File: src/assert_macros.svh
// Assertion macros shared by the RTL of the branch predictor
`ifndef ASSERT_MACROS_SVH
`define ASSERT_MACROS_SVH
`ifndef NO_ASSERTIONS
// Check an implication on each clock edge outside reset
`define ASSERT_IMPL(label, clk, rst_n, ante, cons, msg) \
    label: assert property (@(posedge clk) disable iff (!rst_n) (ante) |-> (cons)) \
        else $error(msg);
// Check an implication in the cycle after its trigger
`define ASSERT_NEXT(label, clk, rst_n, ante, cons, msg) \
    label: assert property (@(posedge clk) disable iff (!rst_n) (ante) |=> (cons)) \
        else $error(msg);
`else
`define ASSERT_IMPL(label, clk, rst_n, ante, cons, msg)
`define ASSERT_NEXT(label, clk, rst_n, ante, cons, msg)
`endif
`endif

File: src/btb_pkg.sv
// Shared types and constants of the branch predictor
`timescale 1ns / 1ps
package btb_pkg;

    localparam int unsigned MAX_TAG       = 25;
    localparam int unsigned PC_STEP       = 4;
    localparam int unsigned MID_SHARE_LSB = 16;
    localparam int unsigned LSB_SHARE_LSB = 2;

    typedef enum logic [2:0] {
        CFG_HISTORY_LEN  = 3'd0,
        CFG_TAG_LEN      = 3'd1,
        CFG_INIT_COUNTER = 3'd2,
        CFG_GLOBAL_HIST  = 3'd3,
        CFG_GLOBAL_TABLE = 3'd4,
        CFG_SHARE_MODE   = 3'd5
    } t_cfg_idx;

    typedef enum logic [1:0] {
        SHARE_NONE = 2'd0,
        SHARE_LSB  = 2'd1,
        SHARE_MID  = 2'd2,
        SHARE_ALT  = 2'd3
    } t_share;

    typedef struct packed {
        logic [3:0] history_len;
        logic [4:0] tag_len;
        logic [1:0] initial_counter;
        logic       global_history;
        logic       global_table;
        logic [1:0] share_mode;
    } t_cfg;

    typedef struct packed {
        logic        operation;
        logic [31:0] pc;
        logic [31:0] actual_target;
        logic        actual_taken;
        logic [31:0] predicted_target;
    } t_req;

    typedef struct packed {
        logic        predicted_taken;
        logic [31:0] next_pc;
        logic        flush;
        logic [31:0] branch_count;
        logic [31:0] flush_count;
    } t_rsp;

    typedef struct packed {
        t_req        req;
        logic [24:0] tag;
    } t_dec;

    typedef struct packed {
        logic sweeping;
        logic busy;
    } t_stat;

endpackage

File: src/btb_front.sv
// Front part: tag extraction and request queue towards the back part
`timescale 1ns / 1ps
module btb_front #(
    parameter int unsigned ROW_BITS = 5
) (
    input  logic          i_clk,
    input  logic          i_rst_n,
    input  btb_pkg::t_cfg i_cfg,
    input  logic          i_push,
    input  btb_pkg::t_req i_req,
    input  logic          i_block,
    output logic          o_full,
    output logic          o_head_valid,
    output btb_pkg::t_dec o_head,
    input  logic          i_pop
);
    logic [31:0]    w_shifted;
    logic [4:0]     w_tl;
    logic [25:0]    w_mask;
    btb_pkg::t_dec  w_dec;
    btb_pkg::t_dec  r_mem [2];
    logic           r_wptr;
    logic           r_rptr;
    logic [1:0]     r_count;
    logic           w_push_ok;
    logic           w_pop_ok;

    // Extract the tag bits above the row bits
    always_comb begin
        w_shifted = i_req.pc >> (2 + ROW_BITS);
        w_tl      = (i_cfg.tag_len > 5'(btb_pkg::MAX_TAG)) ? 5'(btb_pkg::MAX_TAG) : i_cfg.tag_len;
        w_mask    = (26'd1 << w_tl) - 26'd1;
        w_dec.req = i_req;
        w_dec.tag = w_shifted[24:0] & w_mask[24:0];
    end

    assign o_full       = (r_count == 2'd2) || i_block;
    assign w_push_ok    = i_push && !o_full;
    assign w_pop_ok     = i_pop && (r_count != 2'd0);
    assign o_head_valid = (r_count != 2'd0);
    assign o_head       = r_mem[r_rptr];

    // Store accepted requests
    always_ff @(posedge i_clk) begin
        if (w_push_ok) begin
            r_mem[r_wptr] <= w_dec;
        end
    end

    // Advance the queue pointers
    always_ff @(posedge i_clk) begin
        if (!i_rst_n) begin
            r_wptr  <= 1'b0;
            r_rptr  <= 1'b0;
            r_count <= 2'd0;
        end else begin
            if (w_push_ok) begin
                r_wptr <= ~r_wptr;
            end
            if (w_pop_ok) begin
                r_rptr <= ~r_rptr;
            end
            r_count <= r_count + {1'b0, w_push_ok} - {1'b0, w_pop_ok};
        end
    end
endmodule

File: config.mk
export PLATFORM = sky130hd
export DESIGN_NAME = btb_front
export DESIGN_NICKNAME = d
export VERILOG_FILES = /design/src/assert_macros.svh /design/src/btb_pkg.sv /design/src/btb_front.sv
export SDC_FILE = /design/constraint.sdc
export NUM_CORES = 1
export LEC_CHECK = 0
export ABC_AREA = 1
export ABC_CLOCK_PERIOD_IN_PS = 13900
export BUFFER_PORTS_ARGS = -buffer_cell sky130_fd_sc_hd__buf_2
export CAP_MARGIN = 20
export CORE_ASPECT_RATIO = 1.25
export CORE_MARGIN = 5
export CORE_UTILIZATION = 55
export CTS_CLUSTER_DIAMETER = 200
export DETAILED_ROUTE_END_ITERATION = 10
export GPL_TIMING_DRIVEN = 0
export HOLD_SLACK_MARGIN = 0.15
export MAX_ROUTING_LAYER = met4
export PLACE_DENSITY = 0.82
export SETUP_SLACK_MARGIN = 0.1
export SYNTH_ARGS = -nofsm -noshare
export SYNTH_HDL_FRONTEND = slang
export SYNTH_SLANG_ARGS = --single-unit
File: constraint.sdc
create_clock -name i_clk -period 13.9 [get_ports i_clk]
set_input_delay 1.39 -clock i_clk [delete_from_list [all_inputs] [get_ports i_clk]]
set_output_delay 1.39 -clock i_clk [all_outputs]
set_load 0.005 [all_outputs]
# After elaboration in Yosys (flattened, before gate mapping)
# Memory sizes are Yosys's and may differ from the RTL's. A register that Yosys moved wholly into a read port is not among the register bits.
# Index checks and enable logic that the tools add are counted.
[op_classes] addsub=3 n_mul=0 div_mod_pow=0 magnitude_cmp=1 n_eq_ne=1 shift=1 n_mux=5 bitwise_logic=3 n_reduce_logical=5
[ops] cell="bitwise AND 25 bit" count=1
[ops] cell="left shift 1 x 5 -> 25 bit, first input constant" count=1
[ops] cell="subtractor 25 x 1 -> 25 bit, second input constant" count=1
[ops] cell="> comparator 5 bit, second input constant" count=1
[ops] cell="two-way mux 5 bit" count=1
[ops] cell="two-way mux 1 bit" count=4
[ops] cell="adder 2 x 1 -> 2 bit" count=1
[ops] cell="== test 2 bit, second input constant" count=1
[ops] cell="logical AND 1 bit" count=2
[ops] cell="inverter 1 bit" count=2
[ops] cell="nonzero test 2 bit" count=1
[ops] cell="subtractor 2 x 1 -> 2 bit" count=1
[ops] cell="zero test 1 bit" count=1
[ops] cell="logical OR 1 bit" count=1
[totals] register_bits=4 latch_bits=0 mem_bits_rw=246 romBits=0 input_bits=118 elab_cells=23 memories=1
[memory_table] memory="r_mem" depth=2 width=123 read_ports=1 rd_clocked_by_memory_dff=1 write_ports=1 line="btb_front.sv:21" rtl="btb_pkg::t_dec r_mem [2];"

# Logic depth before layout (Yosys ltp)
# Gate-level depths: netlist of run 1.
[logic_depth] depth_word=6 ltp_mapped=16 mapped_depth_nobuf=14

# Worst setup path before layout of run 1
# OpenSTA, ideal clock, no wires.
[synth_path] kind="input to register" startpoint="input port i_block" endpoint="memory r_mem[0][0] in the netlist's numbering (enable)" setup_time_ps=607 t_arrival_ps=6721 setup_slack_ps=6572 cell_stages=3 n_path_buf=0 path_cell_list="inv_1 -> nand3_1 -> nor2_1"
[synth_via] elab_chain_len=5
[synth_lines] element="start, declared" line="btb_front.sv:11" rtl="input logic i_block,"
[synth_lines] element="logical OR 1 bit" line="btb_front.sv:37" rtl="assign o_full = (r_count == 2'd2) || i_block;"
[synth_lines] element="zero test 1 bit" line="btb_front.sv:38" rtl="assign w_push_ok = i_push && !o_full;"
[synth_lines] element="logical AND 1 bit" line="btb_front.sv:38"
[synth_lines] element="two-way mux 1 bit" line="btb_front.sv:45" rtl="if (w_push_ok) begin"
[synth_lines] element="two-way mux 1 bit (implied by the code)" line="btb_front.sv:46" rtl="r_mem[r_wptr] <= w_dec;"
[synth_lines] element="end, declared" line="btb_front.sv:21"
# No other way between the ends.

==> impl_metrics.tcl, run 1 <==
set metrics [dict create \
    synth-main-ff-cell "sky130_fd_sc_hd__edfxtp_1" \
    seqCellArea_sq_um 7490 \
    start_kind "flip-flop" \
    drt.antenna.violating_nets 0 \
    max-clock-path-buffers 3 \
    layout.core_utilization_pct 69.7 \
    synth.top_cells.by_area "sky130_fd_sc_hd__edfxtp_1 75%, sky130_fd_sc_hd__mux2_2 14%, sky130_fd_sc_hd__nand2_1 1.3%" \
    run_status "complete, no violations" \
    worst_max_slew_pin_slew_ns 0.660 \
    worstPathCellList "clkbuf_1, buf_2, buf_2, mux2_2, buf_2" \
    finalCriticalPeriod_ns 3.73 \
    cts-buffers-inserted 24 \
    reg2regPathDepth 6 \
    maxSlewHeadroom_pct 55.9 \
    power.share.sequential_pct 47.0 \
    number_of_fillers_in_the_final_layout 1214 \
    initial_core_util_pct 56.2 \
    postSynth.asyncResetShare_pct 0 \
    finalInstanceArea_sq_um 12200 \
    insertion_delay_ns 0.51 \
    hp-class "reg2reg" \
    cts_resized 0 \
    first_global_vias 6015 \
    timing.hold.worst.start "r_rptr$_SDFFE_PN0P_" \
    leakagePower_nw 4.72 \
    nets 964 \
    grt_pass1_wl_um 31400 \
    cts_setup_buffers 0 \
    setup_total_negative_slack_ns 0 \
    post_synth.cell_area_avg_sq_um 17.0 \
    post_synth_most_frequent_cells "246 x sky130_fd_sc_hd__edfxtp_1, 123 x sky130_fd_sc_hd__mux2_2, 34 x sky130_fd_sc_hd__nand2_1" \
    worstPathRequired_ns 12.51 \
    rows 54 \
    htree_levels 1 \
    netlist_area_before_placement_sq_um 9880 \
    worst-path-buf-inv 4 \
    detailed_router_s_first_iteration_violation_count 371 \
    die_width_um 130 \
    route.final.wire_length_um 21100 \
    worst_path_fanout_max 10 \
    floorplan.core_area_sq_um 17600 \
    yosysWarnings 0 \
    cts_hold_fix_bufs 0 \
    clkSinkCount 251 \
    min_delay_worst_endpoint "r_rptr$_SDFFE_PN0P_" \
    timing.rr.end "r_mem[1][28]$_DFFE_PP_" \
    cell_taking_the_most_area_after_synthesis "sky130_fd_sc_hd__edfxtp_1" \
    path_clk_slew_ns 0.06 \
    drive_gt1_share_pct 49.9 \
    globalplace.congestion 0.917 \
    finalMaxSlewViolations 0 \
    register_bit_total_from_synthesis 251 \
    pin_count 243 \
    critPathKind "reg2out" \
    synth-edff-count 246 \
    die_area_sq_um 20800 \
    vias_per_cell 5.35 \
    power_frac_clock_pct 31.8 \
    antenna_violations_before_repair 2 \
    detailed_place.area_sq_um 11500 \
    synthCells 580 \
    grt_start_max_net_pins 33 \
    numPortBuffers 229 \
    fin_hold_viols 0 \
    p_int_mw 1.46 \
    slowest_cell_on_the_critical_path "sky130_fd_sc_hd__buf_2" \
    final-setup-viol-count 0 \
    r2r_setup_slack_ns 11.72 \
    synthesis.nets 701 \
    critical_path.reg2reg.startpoint "r_count[0]$_SDFF_PN0_" \
    max_cap_viol_count 0 \
    crit_path_end_kind "primary output" \
    min_delay_path_depth 1 \
    max_freq_mhz 268 \
    multiInputGateArea_sq_um 2140 \
    relative_contribution_of_combinational_cells_to_total_power_pct 21.2 \
    routed_wire_length_per_instance_um 19.4 \
    drcViolationCount 0 \
    critical_path.max_stage_delay_ns 0.38 \
    synth.most_common_cell "sky130_fd_sc_hd__edfxtp_1" \
    grt_remaining_overflow 0 \
    place.detailed.hpwl_um 14800 \
    num_vias 5813 \
    synth.lib_cells_used.distinct 29 \
    critical_path_arrival_ns 2.34 \
    clk_root_buffer_cell "sky130_fd_sc_hd__clkbuf_16" \
    sw_frac_of_total_pct 25.0 \
    die_height_um 160 \
    synth_top_area_share_pct 74.8 \
    setup_repair_after_global_routing_missed_its_margin "false" \
    crit_path_frequent_cell "sky130_fd_sc_hd__buf_2" \
    power-per-cell-area_nw_per_um2 159 \
    cell_type_group_with_the_largest_total_delay_on_the_critical_path "buffers and inverters" \
    synthToLayoutAreaGrowth_pct 24.0 \
    final.period_utilization_pct 26.9 \
    drt_pass1_iterations 5 \
    synth.yosys.seq_area_share_pct 75.8 \
    ir_worst_vdd_mv 0.121 \
    fin_skew_ns 0.0207 \
    cts_tree "built" \
    grt_util_all_layers_pct 20.0 \
    switchingPower_mw 0.486 \
]
-- registers in the layout (all words and copies together), names as in the netlist, named ones only --
| signal | count |
|---|---|
| r_rptr | 1 |
| r_count | 2 |
| r_mem | 246 |
| r_wptr | 1 |
-- worst reg2reg max path, cell delays in order (launching register included) --
cell and delay, ns:
sky130_fd_sc_hd__dfxtp_1 0.35, sky130_fd_sc_hd__inv_1 0.05, sky130_fd_sc_hd__nand2_1 0.07, sky130_fd_sc_hd__nand3_1 0.24, sky130_fd_sc_hd__nor2_4 0.61, sky130_fd_sc_hd__buf_12 0.30, sky130_fd_sc_hd__buf_12 0.23
-- cell type report --
cell class                      instances  share of cell area, %
Tap cell                              224                   2.29
Clock buffer                           29                   5.06
Multi-Input combinational cell        270                   17.5
Sequential cell                       251                   61.1
Antenna cell                            2                 0.0409
Timing Repair Buffer                  237                   10.7
Buffer                                 26                   1.13
Clock inverter                         15                   1.13
Inverter                               33                   1.01
-- per-stage QoR --
stage          cells  total power [mW]  worst slack, ns  hold slack (ns)
5_1_grt         1087              2.03            10.02            0.514
4_1_cts         1085              1.97            10.08            0.485
6_report        1087              1.95            10.17            0.493
3_5_place_dp    1041              1.35            10.51            0.441
2_1_floorplan    580              1.17             6.57            0.425
3_3_place_gp    1033              1.34             3.65            0.436
-- worst max path at each step --
stage	endpoint	slack (ns)	depth (start not counted)	from
3_3_place_gp	r_mem[0][65]$_DFFE_PP_	3.65	4	i_block
3_5_place_dp	r_mem[0][14]$_DFFE_PP_	10.51	11	i_cfg[8]
6_report	o_head[108]	10.17	5	flip-flop
2_1_floorplan	r_mem[0][0]$_DFFE_PP_	6.57	3	i_block
4_1_cts	o_head[108]	10.08	5	flip-flop
5_1_grt	o_head[107]	10.02	5	flip-flop
-- cell families (layout without fill, tap and decap cells) --
kind of cell,Yosys count,in the layout,synth area share [%]
AO/OA/AOI/OAI,30,30,1.68
AND/OR/NAND/NOR,111,111,5.18
flip-flops,251,251,75.8
adder cells (fa/ha/maj),3,3,0.380
buffers and inverters,59,340,2.66
XOR/XNOR,3,3,0.266
multiplexers,123,123,14.0
other,0,2,0
-- power groups by stage --
stage          Combinational, mW  Sequential [mW]  Clock, mW
6_report                   0.412            0.915      0.620
2_1_floorplan              0.232            0.938          0
3_3_place_gp               0.396            0.946          0
3_5_place_dp               0.415            0.930          0
5_1_grt                    0.445            0.919      0.671
4_1_cts                    0.420            0.915      0.631
-- routing by layer --
metal  GRT usage, %  vias up  share of wire [%]
li1               -     2720                  -
met1           21.6     2829                 36
met2           36.5      223                 54
met3           3.71       41                7.1
met4           6.66        0                2.9
met5              -        -                  0
-- cell usage in the layout (no fill, tap or decap), drive strengths merged, types with 2 or more instances in the layout --
cell type / count
a21oi: 12
and3: 2
buf: 260
bufinv: 2
clkbuf: 32
clkinv: 10
clkinvlp: 2
dfxtp: 5
diode: 2
edfxtp: 246
ha: 3
inv: 34
mux2: 123
nand2: 36
nand3: 19
nand4: 12
nor2: 34
nor3: 5
o21ai: 12
o31ai: 2
xor2: 3
Note: power is estimated with default switching activity, not from simulation.
==> run 2, diff against run 1 <==
--- a/config.mk
+++ b/config.mk
@@ -5,19 +5,19 @@
 export SDC_FILE = /design/constraint.sdc
 export NUM_CORES = 1
 export LEC_CHECK = 0
-export ABC_AREA = 1
-export ABC_CLOCK_PERIOD_IN_PS = 13900
+export ABC_AREA = 0
+export ABC_CLOCK_PERIOD_IN_PS = 3450
 export BUFFER_PORTS_ARGS = -buffer_cell sky130_fd_sc_hd__buf_2
 export CAP_MARGIN = 20
 export CORE_ASPECT_RATIO = 1.25
 export CORE_MARGIN = 5
-export CORE_UTILIZATION = 55
+export CORE_UTILIZATION = 53
 export CTS_CLUSTER_DIAMETER = 200
 export DETAILED_ROUTE_END_ITERATION = 10
 export GPL_TIMING_DRIVEN = 0
 export HOLD_SLACK_MARGIN = 0.15
 export MAX_ROUTING_LAYER = met4
-export PLACE_DENSITY = 0.82
+export PLACE_DENSITY = 0.8
 export SETUP_SLACK_MARGIN = 0.1
 export SYNTH_ARGS = -nofsm -noshare
 export SYNTH_HDL_FRONTEND = slang
==> constraint.sdc (replaced) <==
create_clock -name i_clk -period 3.45 [get_ports i_clk]
set_input_delay 0.345 -clock i_clk [delete_from_list [all_inputs] [get_ports i_clk]]
set_output_delay 0.345 -clock i_clk [all_outputs]
set_load 0.005 [all_outputs]
==> impl_metrics.tcl, run 2 <==
set metrics [dict create \
    first_global_vias 6468 \
    worst_path_fanout_max 10 \
    slowest_cell_on_the_critical_path "sky130_fd_sc_hd__mux2_2" \
    power-per-cell-area_nw_per_um2 621 \
    floorplan.core_area_sq_um 18000 \
    final-setup-viol-count 0 \
    cts_setup_buffers 0 \
    r2r_setup_slack_ns 0.99 \
    hp-class "in2reg" \
    synth.most_common_cell "sky130_fd_sc_hd__edfxtp_1" \
    drt.antenna.violating_nets 0 \
    synth.lib_cells_used.distinct 41 \
    timing.rr.end "r_mem[1][122]$_DFFE_PP_" \
    mostFrequentLayoutCells "246 x sky130_fd_sc_hd__edfxtp_1, 244 x sky130_fd_sc_hd__buf_2, 123 x sky130_fd_sc_hd__mux2_2" \
    critical_path.max_stage_delay_ns 0.39 \
    finalCriticalPeriod_ns 2.69 \
    cts_hold_fix_bufs 99 \
    cts_resized 0 \
    cts_tree "built" \
    path_clk_slew_ns 0.06 \
    antenna_violations_before_repair 1 \
    run_status "complete, no violations" \
    route.final.wire_length_um 22400 \
    clk_root_buffer_cell "sky130_fd_sc_hd__clkbuf_16" \
    register_bit_total_from_synthesis 251 \
    number_of_fillers_in_the_final_layout 1099 \
    pin_count 243 \
    grt_start_max_net_pins 38 \
    crit_path_frequent_cell "sky130_fd_sc_hd__buf_2" \
    num_vias 5882 \
    drive_gt1_share_pct 46.9 \
    start_kind "flip-flop" \
    grt_remaining_overflow 0 \
    synthToLayoutAreaGrowth_pct 35.1 \
    post_synth.cell_area_avg_sq_um 19.1 \
    stdcell_count 1117 \
    post_synth_most_frequent_cells "246 x sky130_fd_sc_hd__edfxtp_1, 123 x sky130_fd_sc_hd__mux2_2, 14 x sky130_fd_sc_hd__buf_2" \
    routed_wire_length_per_instance_um 20.1 \
    synthesis.nets 629 \
    worst_max_slew_pin_slew_ns 0.862 \
    netlist_area_before_placement_sq_um 9700 \
    critical_path.reg2reg.startpoint "r_count[1]$_SDFF_PN0_" \
    critical_path_arrival_ns 2.35 \
    min_delay_path_depth 3 \
    drcViolationCount 0 \
    final.period_utilization_pct 78.0 \
    layout.cells.most_common "sky130_fd_sc_hd__edfxtp_1" \
    initial_core_util_pct 53.8 \
    drt_pass1_iterations 4 \
    place.detailed.hpwl_um 14700 \
    synth-main-ff-cell "sky130_fd_sc_hd__edfxtp_1" \
    die_height_um 161 \
    numPortBuffers 230 \
    leakagePower_nw 4.90 \
    die_area_sq_um 21100 \
    setup_repair_after_global_routing_missed_its_margin "false" \
    largest_reg_flops 246 \
    synth_top_area_share_pct 76.2 \
    worstPathRequired_ns 3.11 \
    grt_util_all_layers_pct 21.4 \
    vias_per_cell 5.27 \
    cell_taking_the_most_area_after_synthesis "sky130_fd_sc_hd__edfxtp_1" \
    htree_levels 1 \
    top_register "r_mem" \
    worstPathCellList "clkbuf_1, buf_2, buf_2, mux2_2, buf_2" \
    max_freq_mhz 372 \
    critPathKind "reg2out" \
    globalplace.congestion 0.955 \
    reg2regPathDepth 5 \
    placed_cells_incl_taps 972 \
    grt_pass1_wl_um 34200 \
    synth-edff-count 246 \
    die_width_um 131 \
    synth.yosys.seq_area_share_pct 77.2 \
    crit_path_end_kind "primary output" \
    synth.top_cells.by_area "sky130_fd_sc_hd__edfxtp_1 76%, sky130_fd_sc_hd__mux2_2 14%, sky130_fd_sc_hd__dfxtp_1 1.0%" \
    max_cap_viol_count 0 \
    rows 55 \
    hold_slack_ns 0.193 \
    setup.worst_path.end "o_head[100]" \
    detailed_router_s_first_iteration_violation_count 429 \
    insertion_delay_ns 0.50 \
    max-clock-path-buffers 3 \
    clkSinkCount 251 \
    yosysWarnings 0 \
    fin_skew_ns 0.00807 \
    top_regs "r_mem (246), r_count (2)" \
    nets 990 \
    synthCells 508 \
    maxSlewHeadroom_pct 42.4 \
    ir_worst_vdd_mv 0.603 \
    cts-buffers-inserted 24 \
    postSynth.asyncResetShare_pct 0 \
    fin_hold_viols 0 \
    finalMaxSlewViolations 0 \
]
==> run 2: worst min-delay path by stage <==
stage / slack [ns] / start / to
final: 0.19 / i_block / r_wptr$_SDFFE_PN0P_
after global routing: 0.22 / i_block / r_wptr$_SDFFE_PN0P_
after CTS: 0.17 / i_block / r_wptr$_SDFFE_PN0P_
after detailed placement: 0.49 / r_wptr$_SDFFE_PN0P_ / r_wptr$_SDFFE_PN0P_
after global placement: 0.46 / r_wptr$_SDFFE_PN0P_ / r_wptr$_SDFFE_PN0P_
after floorplan: 0.44 / i_req[75] / r_mem[0][100]$_DFFE_PP_
==> run 2: routing by layer <==
| metal | track usage [%] | share of wire [%] | vias up |
|---|---|---|---|
| met5 | - | 0 | - |
| met4 | 6.69 | 2.5 | 0 |
| met1 | 24.4 | 36 | 2878 |
| li1 | - | - | 2716 |
| met2 | 37.8 | 54 | 238 |
| met3 | 4.10 | 6.6 | 50 |
==> run 2: area by class of cell <==
type,count,area [sq um],area share [%]
clock buffer,28,637,4.86
clock inverter,16,203,1.55
multi-input combinational,223,2060,15.8
timing repair buffer,335,2260,17.3
tap,228,285,2.18
buffer,25,119,0.907
inverter,9,37.5,0.287
antenna,2,5.00,0.0382
sequential,251,7490,57.2
==> run 2: critical path, delay by kind of cell (launching register included) <==
family                 cells  cell delay (ns)
DFF                        1             0.31
buffers and inverters      4             1.14
muxes                      1             0.39
==> run 2: where the power goes <==
part	internal [mW]	switching, mW
registers	3.60	0.0594
logic	0.886	0.830
clock network	1.69	1.07
total	6.18	1.96
==> run 2: cell families (layout without fill, tap and decap cells) <==
kind of cell,after synthesis,in the layout,synth area share (%)
fa+ha+maj,3,3,0.387
xor+xnor,3,3,0.271
flops,251,251,77.2
buf+inv,34,413,1.57
other cells,0,2,0
compound gates,44,44,3.17
simple gates,49,49,2.98
mux,124,124,14.4
==> run 2: through the flow <==
stage / worst slack, ns / cell area (sq um) / TNS (ns) / utilization, % / total power, mW
2_1_floorplan: 0.371 / 9710 / 0 / - / 4.63
3_3_place_gp: -0.455 / 11100 / -96.82 / 61.8 / 5.27
3_5_place_dp: 0.597 / 11300 / 0 / 62.5 / 5.34
4_1_cts: 0.650 / 13100 / 0 / 72.6 / 8.18
5_1_grt: 0.553 / 13100 / 0 / 72.6 / 8.49
6_report: 0.759 / 13100 / 0 / 72.7 / 8.14
